`src/rtl/mmstk_pkg.sv`:
```
// ----------------------------------------------------------------------------
// mmstk_pkg: shared types and constants of the min/max stack
// Holds the per-level entry type, the shift command that runs along the
// chain of cells, operation codes and the packed stream widths.
// ----------------------------------------------------------------------------
`default_nettype none

package mmstk_pkg;

    // Width of one held value.
    localparam int unsigned VAL_W = 32;
    // Width of the running sum.
    localparam int unsigned SUM_W = 40;
    // Width of the reported entry count.
    localparam int unsigned CNT_OUT_W = 9;

    // Stream widths: input value in tdata, operation in tuser.
    localparam int unsigned S_TDATA_W = 32;
    localparam int unsigned S_TUSER_W = 1;
    // Result fields packed in tdata and padded to whole bytes.
    localparam int unsigned M_TDATA_W = 152;
    localparam int unsigned M_PAD_W   = M_TDATA_W - (3 * VAL_W + CNT_OUT_W + SUM_W);
    localparam int unsigned M_TUSER_W = 2;

    // Operation codes carried in s_tuser.
    localparam logic OP_PUSH = 1'b0;
    localparam logic OP_POP  = 1'b1;

    // One stack level: the value and the min/max of this level and all below.
    typedef struct packed {
        logic signed [VAL_W-1:0] value;
        logic signed [VAL_W-1:0] lmin;
        logic signed [VAL_W-1:0] lmax;
    } entry_t;

    // Shift command broadcast to every cell.
    typedef struct packed {
        logic push;
        logic pop;
    } shift_t;

endpackage : mmstk_pkg

`default_nettype wire

```
`src/rtl/mmstk_ctrl.sv`:
```
// ----------------------------------------------------------------------------
// mmstk_ctrl: stack control, running statistics and result register
// Tracks the fill count and exact sum, builds the entry for a push from the
// cached top level, drives the shift command and registers each result beat.
// ----------------------------------------------------------------------------
`default_nettype none

module mmstk_ctrl #(
    parameter int unsigned STACK_DEPTH = 256
) (
    input  wire                                   aclk,
    input  wire                                   aresetn,
    // Input stream
    input  wire                                   s_tvalid,
    output logic                                  s_tready,
    input  wire  [mmstk_pkg::S_TDATA_W-1:0]       s_tdata,
    input  wire  [mmstk_pkg::S_TUSER_W-1:0]       s_tuser,
    // Result stream
    output logic                                  m_tvalid,
    input  wire                                   m_tready,
    output logic [mmstk_pkg::M_TDATA_W-1:0]       m_tdata,
    output logic [mmstk_pkg::M_TUSER_W-1:0]       m_tuser,
    // Chain interface
    input  wire mmstk_pkg::entry_t                top_entry,
    input  wire mmstk_pkg::entry_t                second_entry,
    output mmstk_pkg::entry_t                     new_entry,
    output mmstk_pkg::shift_t                     shift
);

    localparam int unsigned CNT_W = $clog2(STACK_DEPTH + 1);

    logic [CNT_W-1:0]                         count_reg;
    logic [CNT_W-1:0]                         count_next;
    logic signed [mmstk_pkg::SUM_W-1:0]       sum_reg;
    logic signed [mmstk_pkg::SUM_W-1:0]       sum_next;
    logic                                     m_valid_reg;
    logic                                     m_valid_next;
    logic [mmstk_pkg::M_TDATA_W-1:0]          m_data_reg;
    logic [mmstk_pkg::M_TDATA_W-1:0]          m_data_next;
    logic [mmstk_pkg::M_TUSER_W-1:0]          m_user_reg;
    logic [mmstk_pkg::M_TUSER_W-1:0]          m_user_next;

    logic                                     accept;
    logic                                     is_pop;
    logic                                     empty;
    logic                                     full;
    logic                                     do_push;
    logic                                     do_pop;
    logic signed [mmstk_pkg::VAL_W-1:0]       push_val;
    logic signed [mmstk_pkg::VAL_W-1:0]       popped;
    logic signed [mmstk_pkg::SUM_W-1:0]       delta;
    mmstk_pkg::entry_t                        after_top;
    logic signed [mmstk_pkg::VAL_W-1:0]       cmax;
    logic signed [mmstk_pkg::VAL_W-1:0]       cmin;
    logic [CNT_W+mmstk_pkg::CNT_OUT_W-1:0]    cnt_wide;

    // The input side is free whenever the result register is empty or draining.
    assign s_tready = !m_valid_reg || m_tready;
    assign accept   = s_tvalid && s_tready;

    assign is_pop   = (s_tuser[0] == mmstk_pkg::OP_POP);
    assign push_val = $signed(s_tdata[mmstk_pkg::VAL_W-1:0]);
    assign empty    = (count_reg == '0);
    assign full     = (count_reg == CNT_W'(STACK_DEPTH));
    assign do_push  = accept && !is_pop && !full;
    assign do_pop   = accept && is_pop && !empty;

    assign shift.push = do_push;
    assign shift.pop  = do_pop;

    // New top level: min/max folded with the current top when one exists.
    always_comb begin
        new_entry.value = push_val;
        new_entry.lmin  = push_val;
        new_entry.lmax  = push_val;
        if (!empty) begin
            if ($signed(top_entry.lmin) < push_val) begin
                new_entry.lmin = top_entry.lmin;
            end
            if ($signed(top_entry.lmax) > push_val) begin
                new_entry.lmax = top_entry.lmax;
            end
        end
    end

    // Count and sum update.
    always_comb begin
        count_next = count_reg;
        sum_next   = sum_reg;
        delta      = '0;
        if (do_push) begin
            delta      = {{(mmstk_pkg::SUM_W-mmstk_pkg::VAL_W){push_val[mmstk_pkg::VAL_W-1]}},
                          push_val};
            count_next = count_reg + CNT_W'(1);
            sum_next   = sum_reg + delta;
        end else if (do_pop) begin
            delta      = {{(mmstk_pkg::SUM_W-mmstk_pkg::VAL_W){top_entry.value[mmstk_pkg::VAL_W-1]}},
                          top_entry.value};
            count_next = count_reg - CNT_W'(1);
            sum_next   = sum_reg - delta;
        end
    end

    // Result fields as seen after the operation.
    always_comb begin
        if (!is_pop) begin
            popped = '0;
        end else if (empty) begin
            popped = '1;
        end else begin
            popped = top_entry.value;
        end

        if (do_push) begin
            after_top = new_entry;
        end else if (do_pop) begin
            after_top = second_entry;
        end else begin
            after_top = top_entry;
        end

        if (count_next == '0) begin
            cmax = '0;
            cmin = '0;
        end else begin
            cmax = after_top.lmax;
            cmin = after_top.lmin;
        end

        cnt_wide = {{mmstk_pkg::CNT_OUT_W{1'b0}}, count_next};
    end

    // Output register next values.
    always_comb begin
        m_valid_next = m_valid_reg;
        m_data_next  = m_data_reg;
        m_user_next  = m_user_reg;
        if (accept) begin
            m_valid_next = 1'b1;
            m_data_next  = {{mmstk_pkg::M_PAD_W{1'b0}}, cmin, cmax, sum_next,
                            cnt_wide[mmstk_pkg::CNT_OUT_W-1:0], popped};
            m_user_next  = {!is_pop && full, is_pop && empty};
        end else if (m_tready) begin
            m_valid_next = 1'b0;
        end
    end

    // Control state.
    always_ff @(posedge aclk) begin
        if (!aresetn) begin
            count_reg   <= '0;
            sum_reg     <= '0;
            m_valid_reg <= 1'b0;
        end else begin
            count_reg   <= count_next;
            sum_reg     <= sum_next;
            m_valid_reg <= m_valid_next;
        end
    end

    // Result payload.
    always_ff @(posedge aclk) begin
        m_data_reg <= m_data_next;
        m_user_reg <= m_user_next;
    end

    assign m_tvalid = m_valid_reg;
    assign m_tdata  = m_data_reg;
    assign m_tuser  = m_user_reg;

`ifndef ASSERT_OFF
    // The fill count never passes the depth.
    a_count_bound: assert property (@(posedge aclk) disable iff (!aresetn)
        count_reg <= CNT_W'(STACK_DEPTH))
        else $error("fill count above stack depth");

    // An empty stack always sums to zero.
    a_empty_sum: assert property (@(posedge aclk) disable iff (!aresetn)
        (count_reg == '0) |-> (sum_reg == '0))
        else $error("nonzero sum on empty stack");

    // A taken push grows the stack by one level.
    a_push_count: assert property (@(posedge aclk) disable iff (!aresetn)
        do_push |=> (count_reg == $past(count_reg) + CNT_W'(1)))
        else $error("push did not grow the stack");

    // A taken pop shrinks the stack by one level.
    a_pop_count: assert property (@(posedge aclk) disable iff (!aresetn)
        do_pop |=> (count_reg == $past(count_reg) - CNT_W'(1)))
        else $error("pop did not shrink the stack");
`endif

endmodule : mmstk_ctrl

`default_nettype wire

```
`config.mk`:
```
export PLATFORM = sky130hd
export DESIGN_NAME = mmstk_ctrl
export DESIGN_NICKNAME = d
export VERILOG_FILES = /design/src/rtl/mmstk_pkg.sv /design/src/rtl/mmstk_ctrl.sv
export SDC_FILE = /design/constraint.sdc
export NUM_CORES = 1
export LEC_CHECK = 0
export ABC_CLOCK_PERIOD_IN_PS = 15500
export BUFFER_PORTS_ARGS = -buffer_cell sky130_fd_sc_hd__buf_2
export CORE_AREA = 2 2 190 192
export DETAILED_ROUTE_END_ITERATION = 7
export DIE_AREA = 0 0 192 194
export PLACE_DENSITY = 0.75
export SLEW_MARGIN = 20
export SYNTH_ARGS = -nofsm -noshare
export SYNTH_HDL_FRONTEND = slang
export SYNTH_SLANG_ARGS = --single-unit
```
`constraint.sdc`:
```
create_clock -name aclk -period 15.5 [get_ports aclk]
set_clock_uncertainty 0.1 [all_clocks]
set_input_delay 1.55 -clock aclk [delete_from_list [all_inputs] [get_ports aclk]]
set_output_delay 1.55 -clock aclk [all_outputs]
set_load 0.05 [all_outputs]
```
==> flow_metrics.tcl, run 1 <==
set metrics [dict create \
    grt_max_degree 78 \
    fin_area_mm2 0.0196 \
    hpwlAfterDp_mm 45.1 \
    largest_reg_flops 145 \
    cp_max_fo 31 \
    firstDrtPassIters 5 \
    numClockSinks 197 \
    grt_pass1_vias 16267 \
    maxCapViolations 0 \
    placed_area_mm2 0.0190 \
    setup_viol 0 \
    synth_cells 1980 \
    power_leakage_nw 9.31 \
    yosysSeqAreaShare 0.322 \
    tritoncts "built" \
    synth_ff_type "edfxtp_1" \
    ys_async_sr_fraction 0 \
    layout.nets 2672 \
    routed_wl_mm 61.0 \
    hold_class "flop to flop" \
    final_common_cell "buf_2" \
    layout-drive-gt1-share 0.222 \
    syn_area_per_cell_um2 8.51 \
    core_area_mm2 0.0352 \
    min_period_over_period 0.475 \
    required_ns 13.85 \
    syn_area_mm2 0.0168 \
    powerDensity_mw_per_mm2 219 \
    clk-insertion-delay-late_ns 0.47 \
    gp_congestion 0.941 \
    grt_use_total 0.319 \
    tightest_slew_ns 1.13 \
    cts_resized 0 \
    vias_per_cell 6.14 \
    portBuffers 443 \
    critPathCaptureType "output pin" \
    max_freq_ghz 0.136 \
    cts_made_buffers 17 \
    syn2layout_area_growth_pct 16.5 \
    drc 0 \
    dr_wl_met3_mm 5.33 \
    cp_top_family "buffers and inverters" \
    cp_slowest_stage_delay_ns 0.49 \
    top_layer "met4" \
    ir_worst_vdd_mv 0.198 \
    min_period_ns 7.36 \
    layout_common_cells "buf_2 (443), nand2_1 (218), inv_1 (157), edfxtp_1 (147), ha_1 (143)" \
    timing.hold.ws_ns 0.400 \
    rsz0062_at_grt "no" \
    wl_per_cell_um 21.9 \
    hold_viol_final 0 \
    slowest_stage "or4_1" \
    num_vias 17115 \
    slew_viol_final 0 \
    clockRootBuffer "clkbuf_16" \
    rows 69 \
    met2_length_mm 28.3 \
    synthDistinctLibCells 73 \
    ctsHoldBuffers 0 \
    max-slew-margin-rel 0.248 \
    antenna_found_initial 15 \
    synth_seq_cells 197 \
    cp.arrival_ns 5.71 \
    clkTransAtPathRegs_ns 0.08 \
    power.total_mw 4.29 \
    synth_edf_count 147 \
    h-tree-depth 4 \
    cp_num_buf_inv 6 \
    start_util 0.478 \
    startpoint_type "primary input" \
    utilization 0.557 \
    die_w_um 192 \
    grt_pass1_wl_mm 91.6 \
    path_cells "buf_2 > inv_1 > ha_1 > nand4_1 > nor2_1 > nand4_1 > or4_1 > a31oi_2 > buf_4 > or3_1 > buf_4 > a211o_1 > o221ai_1 > inv_1 > buf_2" \
    die_area_mm2 0.0372 \
    clockBufferDepth 2 \
    setup-tns-final_ns 0 \
    post_cts_buffers 0 \
    drt_iter0_drc 1326 \
    ant_nets 0 \
    boundaryPins 483 \
    die_h_um 194 \
    grt_overflow 0 \
    drt-met1-wl_mm 24.7 \
    critPathKind "primary input to output pin" \
    yosys_warnings 0 \
    outcome "finished clean" \
]
[cells by family after synthesis]
logic type / Yosys count / synth area share
flops: 197 / 0.322
simple gates: 606 / 0.177
xor+xnor: 72 / 0.0374
buf+inv: 325 / 0.0850
compound gates: 592 / 0.245
other cells: 1 / 0.000223
fa+ha+maj: 145 / 0.109
mux: 42 / 0.0250
[where the power goes]
| part | switching, mW | total [mW] | internal [mW] | leakage (nW) |
|---|---|---|---|---|
| logic | 2.13 | 2.92 | 0.788 | 7.16 |
| registers | 0.0898 | 0.923 | 0.833 | 1.87 |
| clock network | 0.228 | 0.449 | 0.221 | 0.282 |
[per-stage QoR]
| stage | worst slack (ns) | std cells |
|---|---|---|
| 2_1_floorplan | 7.18 | 1986 |
| 3_3_place_gp | 8.01 | 2740 |
| 3_5_place_dp | 7.98 | 2740 |
| 4_1_cts | 8.31 | 2772 |
| 5_1_grt | 8.02 | 2785 |
| 6_report | 8.14 | 2786 |
[area by class of cell]
class	count	area (µm²)
fillers	3231	15600
inverters	160	609
clock buffers	20	458
repair buffers	458	2330
diodes	14	35.0
multi-input cells	1464	10100
flip-flops and latches	197	5420
clock inverters	12	109
well taps	461	577
[path summary, 6_finish.rpt]
path / startpoint / to / slack [ns] / cells past startpoint
max: s_tdata[31] / new_entry[50] / 8.14 / 15
min: sum_reg[39] / sum_reg[39] / 0.40 / 2
max reg2reg: count_reg[0] / m_tdata[116] / 9.25 / 14
min reg2reg: sum_reg[39] / sum_reg[39] / 0.40 / 2
[Yosys cell counts, types with 31 or more instances]
cell type | number | area, µm²
mux2i_1 | 41 | 410
nor2_1 | 106 | 398
a21oi_1 | 119 | 596
ha_1 | 143 | 1790
dfxtp_1 | 50 | 1000
nand2_1 | 218 | 818
a21o_1 | 62 | 465
clkbuf_1 | 103 | 387
nand4_1 | 34 | 213
o22a_1 | 32 | 280
and3_1 | 75 | 469
xnor2_1 | 47 | 412
edfxtp_1 | 147 | 4410
and2_1 | 36 | 225
a21boi_0 | 36 | 270
a211o_1 | 31 | 272
a211oi_1 | 89 | 668
inv_1 | 158 | 593
o221ai_1 | 35 | 307
o21ai_0 | 73 | 365
buf_4 | 41 | 308
[tightest hold or removal path, cell delays in order (launching register included)]
cell and delay, ns:
dfxtp_1 0.33, nand2_1 0.06, mux2i_1 0.06
[per-layer routing]
metal,vias to the layer above,GRT usage
met5,-,0
met4,0,0.164
met3,151,0.0590
met2,947,0.515
met1,8080,0.405
li1,7937,-
No activity file was read; power rests on OpenSTA's default activity.
==> run 2, diff against run 1 <==
Settings changed: ABC_CLOCK_PERIOD_IN_PS 15500 to 6100, CORE_AREA 2 2 190 192 to unset, CORE_UTILIZATION set to 49, DIE_AREA 0 0 192 194 to unset, PLACE_DENSITY 0.75 to 0.79.
Clock period 15.5 ns to 6.1 ns, I/O delays scaled along.
==> run 2 against run 1 <==
Net effect: the flow now finishes with violations (DRC); combinational power increased to 2.5 times the previous value; critical endpoint is now new_entry[62]; global-route usage increased by 0.81 points; hold slack got worse by 0.099 ns; worst setup slack got worse by 7.3 ns.
==> flow_metrics.tcl, run 2 (same netlist as run 1, synthesis figures left out) <==
set metrics [dict create \
    syn2layout_area_growth_pct 16.6 \
    layout-drive-gt1-share 0.223 \
    cp_top_family "simple AND/OR/NAND/NOR gates" \
    seqPwrFrac 0.216 \
    rsz0062_at_grt "no" \
    final_common_cell "buf_2" \
    gp_congestion 0.910 \
    setup_viol 0 \
    tightest_slew_ns 1.09 \
    drc 1 \
    num_vias 17082 \
    switching_share 0.568 \
    die_h_um 187 \
    die_w_um 187 \
    cp.arrival_ns 4.53 \
    critPathKind "primary input to output pin" \
    firstDrtPassIters 8 \
    cts_resized 0 \
    min_period_over_period 0.859 \
    combPwrFrac 0.680 \
    pre_cts_ws_ns 0.969 \
    hpwlAfterDp_mm 44.4 \
    required_ns 5.39 \
    outcome "finished with violations" \
    boundaryPins 483 \
    slew_viol_final 0 \
    power_leakage_nw 9.31 \
    startpoint_type "primary input" \
    vias_per_cell 6.16 \
    critPathCaptureType "output pin" \
    grt_pass1_wl_mm 89.0 \
    layout_common_cells "buf_2 (442), nand2_1 (218), inv_1 (156), edfxtp_1 (147), ha_1 (143)" \
    post_cts_buffers 0 \
    power.share.clock 0.104 \
    cts_made_buffers 17 \
    cp_slowest_stage_delay_ns 0.69 \
    clkTransAtPathRegs_ns 0.07 \
    timing.hold.ws_ns 0.302 \
    final_cell_count_no_fill 2773 \
    fillers 3073 \
    grt_pass1_vias 15862 \
    max_freq_ghz 0.191 \
    worst_slack_ns 0.859 \
    max-slew-margin-rel 0.271 \
    violations "DRC" \
    clockRootBuffer "clkbuf_16" \
    p_int_mw 4.70 \
    placed_area_mm2 0.0190 \
    ant_nets 0 \
    power.total_mw 10.9 \
    dp_cells 2729 \
    clk-insertion-delay-late_ns 0.46 \
    min_period_ns 5.24 \
    switchingPower_mw 6.18 \
    grt_use_total 0.327 \
    clockBufferDepth 2 \
    utilization 0.583 \
    portBuffers 443 \
    die_area_mm2 0.0351 \
    grt_overflow 0 \
    h-tree-depth 4 \
    largest_reg_flops 145 \
    maxCapViolations 0 \
    antenna_found_initial 15 \
    cp_num_buf_inv 5 \
    setup-tns-final_ns 0 \
    slowest_stage "or2_2" \
    ir_worst_vdd_mv 0.446 \
    tritoncts "built" \
    path_cells "buf_2 > inv_1 > ha_1 > nand4_1 > nor2_1 > nand4_1 > or4_1 > a31oi_2 > buf_4 > or2_2 > o22a_1 > o221ai_1 > inv_1 > buf_2" \
    routed_wl_mm 59.2 \
    ctsHoldBuffers 0 \
    wl_per_cell_um 21.4 \
    powerDensity_mw_per_mm2 554 \
    core_area_mm2 0.0337 \
    layout.nets 2674 \
    cp_max_fo 31 \
    drt_iter0_drc 1530 \
    hold_class "primary input to flop" \
    numClockSinks 197 \
    start_util 0.500 \
    hold_viol_final 0 \
    grt_max_degree 148 \
    fin_area_mm2 0.0196 \
    rows 67 \
]
-- run 2: worst paths after layout --
check / cells past startpoint / from / slack (ns) / end
worst max register to register: 13 / count_reg[0] / 1.41 / m_tdata[130]
worst min-delay path: 3 / s_tvalid / 0.30 / m_tvalid
worst min register to register: 2 / sum_reg[39] / 0.40 / sum_reg[39]
worst max-delay path: 14 / s_tdata[31] / 0.86 / new_entry[62]
-- run 2: cell type report --
cell class	instances	area, µm²	area share
diodes	12	30.0	0.00153
clock buffers	18	429	0.0219
clock inverters	14	135	0.00688
inverters	160	608	0.0310
multi-input cells	1464	10100	0.513
flip-flops and latches	197	5420	0.276
well taps	448	561	0.0285
repair buffers	460	2380	0.121
-- run 2: worst register-to-register path, stage by stage (launching register included) --
cell	delay (ns)
dfxtp_1	0.38
inv_1	0.10
ha_1	0.20
nor3b_1	0.35
nand3_2	0.17
nand3_4	0.13
clkinv_2	0.66
nor2_4	0.58
xnor2_1	0.16
or3_1	0.33
or4_1	0.46
nor4_4	0.20
buf_12	0.29
a211oi_1	0.25
-- run 2: per-layer routing --
layer	vias to the layer above	share of wire	global-route usage
li1	7928	-	-
met1	7956	0.41	0.420
met2	1026	0.46	0.533
met3	170	0.082	0.0520
met4	2	0.045	0.162
met5	-	0.00020	0
-- run 2: power groups by stage --
stage               Clock [mW]  Combinational (mW)  Sequential [mW]
floorplan                    0                4.37             3.58
global placement             0                7.19             2.36
detailed placement           0                7.29             2.36
CTS                       1.15                7.32             2.34
global route              1.19                7.81             2.38
finish                    1.14                7.40             2.35
==> run 3, diff against run 2 <==
==> constraint.sdc (replaced) <==
create_clock -name aclk -period 6.1 [get_ports aclk]
set_clock_uncertainty 0.1 [all_clocks]
set_input_delay 0.305 -clock aclk [delete_from_list [all_inputs] [get_ports aclk]]
set_output_delay 0.305 -clock aclk [all_outputs]
set_load 0.05 [all_outputs]
==> run 3 against run 2 <==
Net effect: the flow now finishes without violations; cell area hardly changed; utilization barely moved; first-iteration DRC count rose by 3.9%; die area unchanged; clock-buffer cell count stayed put; sequential cell count unchanged; register-to-register slack is essentially flat; power hardly changed; non-clock buffer count increased by 3; largest cell class unchanged.
==> flow_metrics.tcl, run 3 (same netlist as run 1, synthesis figures left out) <==
set metrics [dict create \
    outcome "finished clean" \
    h-tree-depth 4 \
    grt_use_total 0.326 \
    cts_made_buffers 17 \
    reg2regPathDepth 13 \
    rsz0062_at_grt "no" \
    grt_pass1_wl_mm 89.2 \
    setup_viol 0 \
    slowest_stage "or3_1" \
    clockRootBuffer "clkbuf_16" \
    power_leakage_nw 9.33 \
    ant_nets 0 \
    placed_area_mm2 0.0190 \
    clockBufferDepth 2 \
    max-slew-margin-rel 0.316 \
    critPathCaptureType "output pin" \
    firstDrtPassIters 5 \
    grt_max_degree 148 \
    slew_viol_final 0 \
    vias_per_cell 6.19 \
    antenna_found_initial 14 \
    routed_wl_mm 59.3 \
    required_ns 5.69 \
    numClockSinks 197 \
    post_cts_buffers 0 \
    num_vias 17189 \
    worst_slack_ns 1.22 \
    start_util 0.500 \
    fin_area_mm2 0.0196 \
    maxCapViolations 0 \
    drt_iter0_drc 1590 \
    final_cell_count_no_fill 2776 \
    critPathKind "primary input to output pin" \
    drc 0 \
    ir_worst_vdd_mv 0.441 \
    grt_pass1_vias 16069 \
    die_area_mm2 0.0351 \
    power.share.clock 0.105 \
    cp.depth 15 \
    final_common_cell "buf_2" \
    wl_per_cell_um 21.4 \
    cp_num_buf_inv 6 \
    cp_max_fo 21 \
    hold_viol_final 0 \
    min_period_over_period 0.800 \
    clkTransAtPathRegs_ns 0.08 \
    startpoint_type "primary input" \
    die_h_um 187 \
    dp_cells 2731 \
    tightest_slew_ns 1.03 \
    cp_slowest_stage_delay_ns 0.51 \
    syn2layout_area_growth_pct 16.7 \
    gp_congestion 0.938 \
    portBuffers 443 \
    pre_cts_ws_ns 1.31 \
    die_w_um 187 \
    hold_class "primary input to flop" \
    power.total_mw 10.9 \
    core_area_mm2 0.0337 \
    largest_reg_flops 145 \
    hpwlAfterDp_mm 44.5 \
    setup-tns-final_ns 0 \
    powerDensity_mw_per_mm2 554 \
    cp.arrival_ns 4.48 \
    combPwrFrac 0.678 \
    tritoncts "built" \
    clk-insertion-delay-late_ns 0.47 \
    switchingPower_mw 6.18 \
    min_period_ns 4.88 \
    switching_share 0.568 \
    seqPwrFrac 0.217 \
    max_freq_ghz 0.205 \
    rows 67 \
    path_cells "buf_2 > inv_1 > ha_1 > nand4_1 > nor2_1 > nand4_1 > or4_1 > a31oi_2 > buf_4 > or3_1 > buf_4 > a211o_1 > o221ai_1 > inv_1 > buf_2" \
    cts_resized 0 \
    layout-drive-gt1-share 0.224 \
    min_path_cells 2 \
    layout_common_cells "buf_2 (443), nand2_1 (218), inv_1 (157), edfxtp_1 (147), ha_1 (143)" \
    p_int_mw 4.70 \
    grt_overflow 0 \
    fillers 3059 \
    boundaryPins 483 \
    cp_top_family "buffers and inverters" \
    layout.nets 2677 \
]
run 3: cell count changes in the layout (fill, tap and decap cells not counted), sizes merged:
| cell | change |
|---|---|
| clkinv | -3 |
| dlygate4sd3 | +1 |
| buf | +2 |
| inv | +3 |
run 3: layout make-up:
cell class	instances	area, µm²	share of cell area
flip-flops and latches	197	5420	0.276
diodes	12	30.0	0.00153
inverters	160	608	0.0309
well taps	448	561	0.0285
clock inverters	14	135	0.00688
multi-input cells	1464	10100	0.513
clock buffers	18	429	0.0218
repair buffers	463	2390	0.122
run 3: layer usage:
layer / GRT usage / share of wire / up-vias / wire, µm
li1: - / - / 7949 / -
met1: 0.410 / 0.40 / 8006 / 23900
met2: 0.528 / 0.46 / 1030 / 27100
met3: 0.0533 / 0.082 / 200 / 4860
met4: 0.194 / 0.056 / 4 / 3330
met5: 0 / 0.00061 / - / 36
run 3: worst paths after layout:
kind	to	startpoint	slack, ns
worst max register to register	m_tdata[120]	count_reg[0]	1.42
worst max-delay path	new_entry[49]	s_tdata[31]	1.22
worst min-delay path	m_tdata[0]	top_entry[64]	0.06
worst min register to register	sum_reg[39]	sum_reg[39]	0.40
run 3: what timing repair did:
action,in CTS,in global routing
hold buffers,1,0
endpoints found under the setup margin,0,0
hold endpoints to repair,1,0
run 3: power by group through the flow:
stage	Clock [mW]	Sequential [mW]	Combinational, mW
finish	1.14	2.36	7.38
global route	1.20	2.39	7.80
CTS	1.16	2.35	7.28
detailed placement	0	2.38	7.26
global placement	0	2.37	7.14
floorplan	0	3.58	4.37
run 3: through the flow:
step	hold WS [ns]	utilization
final	0.0556	0.583
after global routing	0.0547	0.583
after CTS	0.0406	0.582
after detailed placement	0.387	0.565
after global placement	0.366	0.565
after floorplan	0.334	-
run 3: worst register-to-register path, cell delays in order (launching register included):
cell	delay, ns
dfxtp_1	0.39
inv_1	0.10
ha_1	0.21
nor3b_1	0.39
and2_1	0.22
a211o_2	0.34
buf_4	0.42
mux2i_1	0.17
a31o_2	0.26
or3_1	0.36
or4_1	0.46
nor4_4	0.47
buf_12	0.33
a211oi_1	0.19
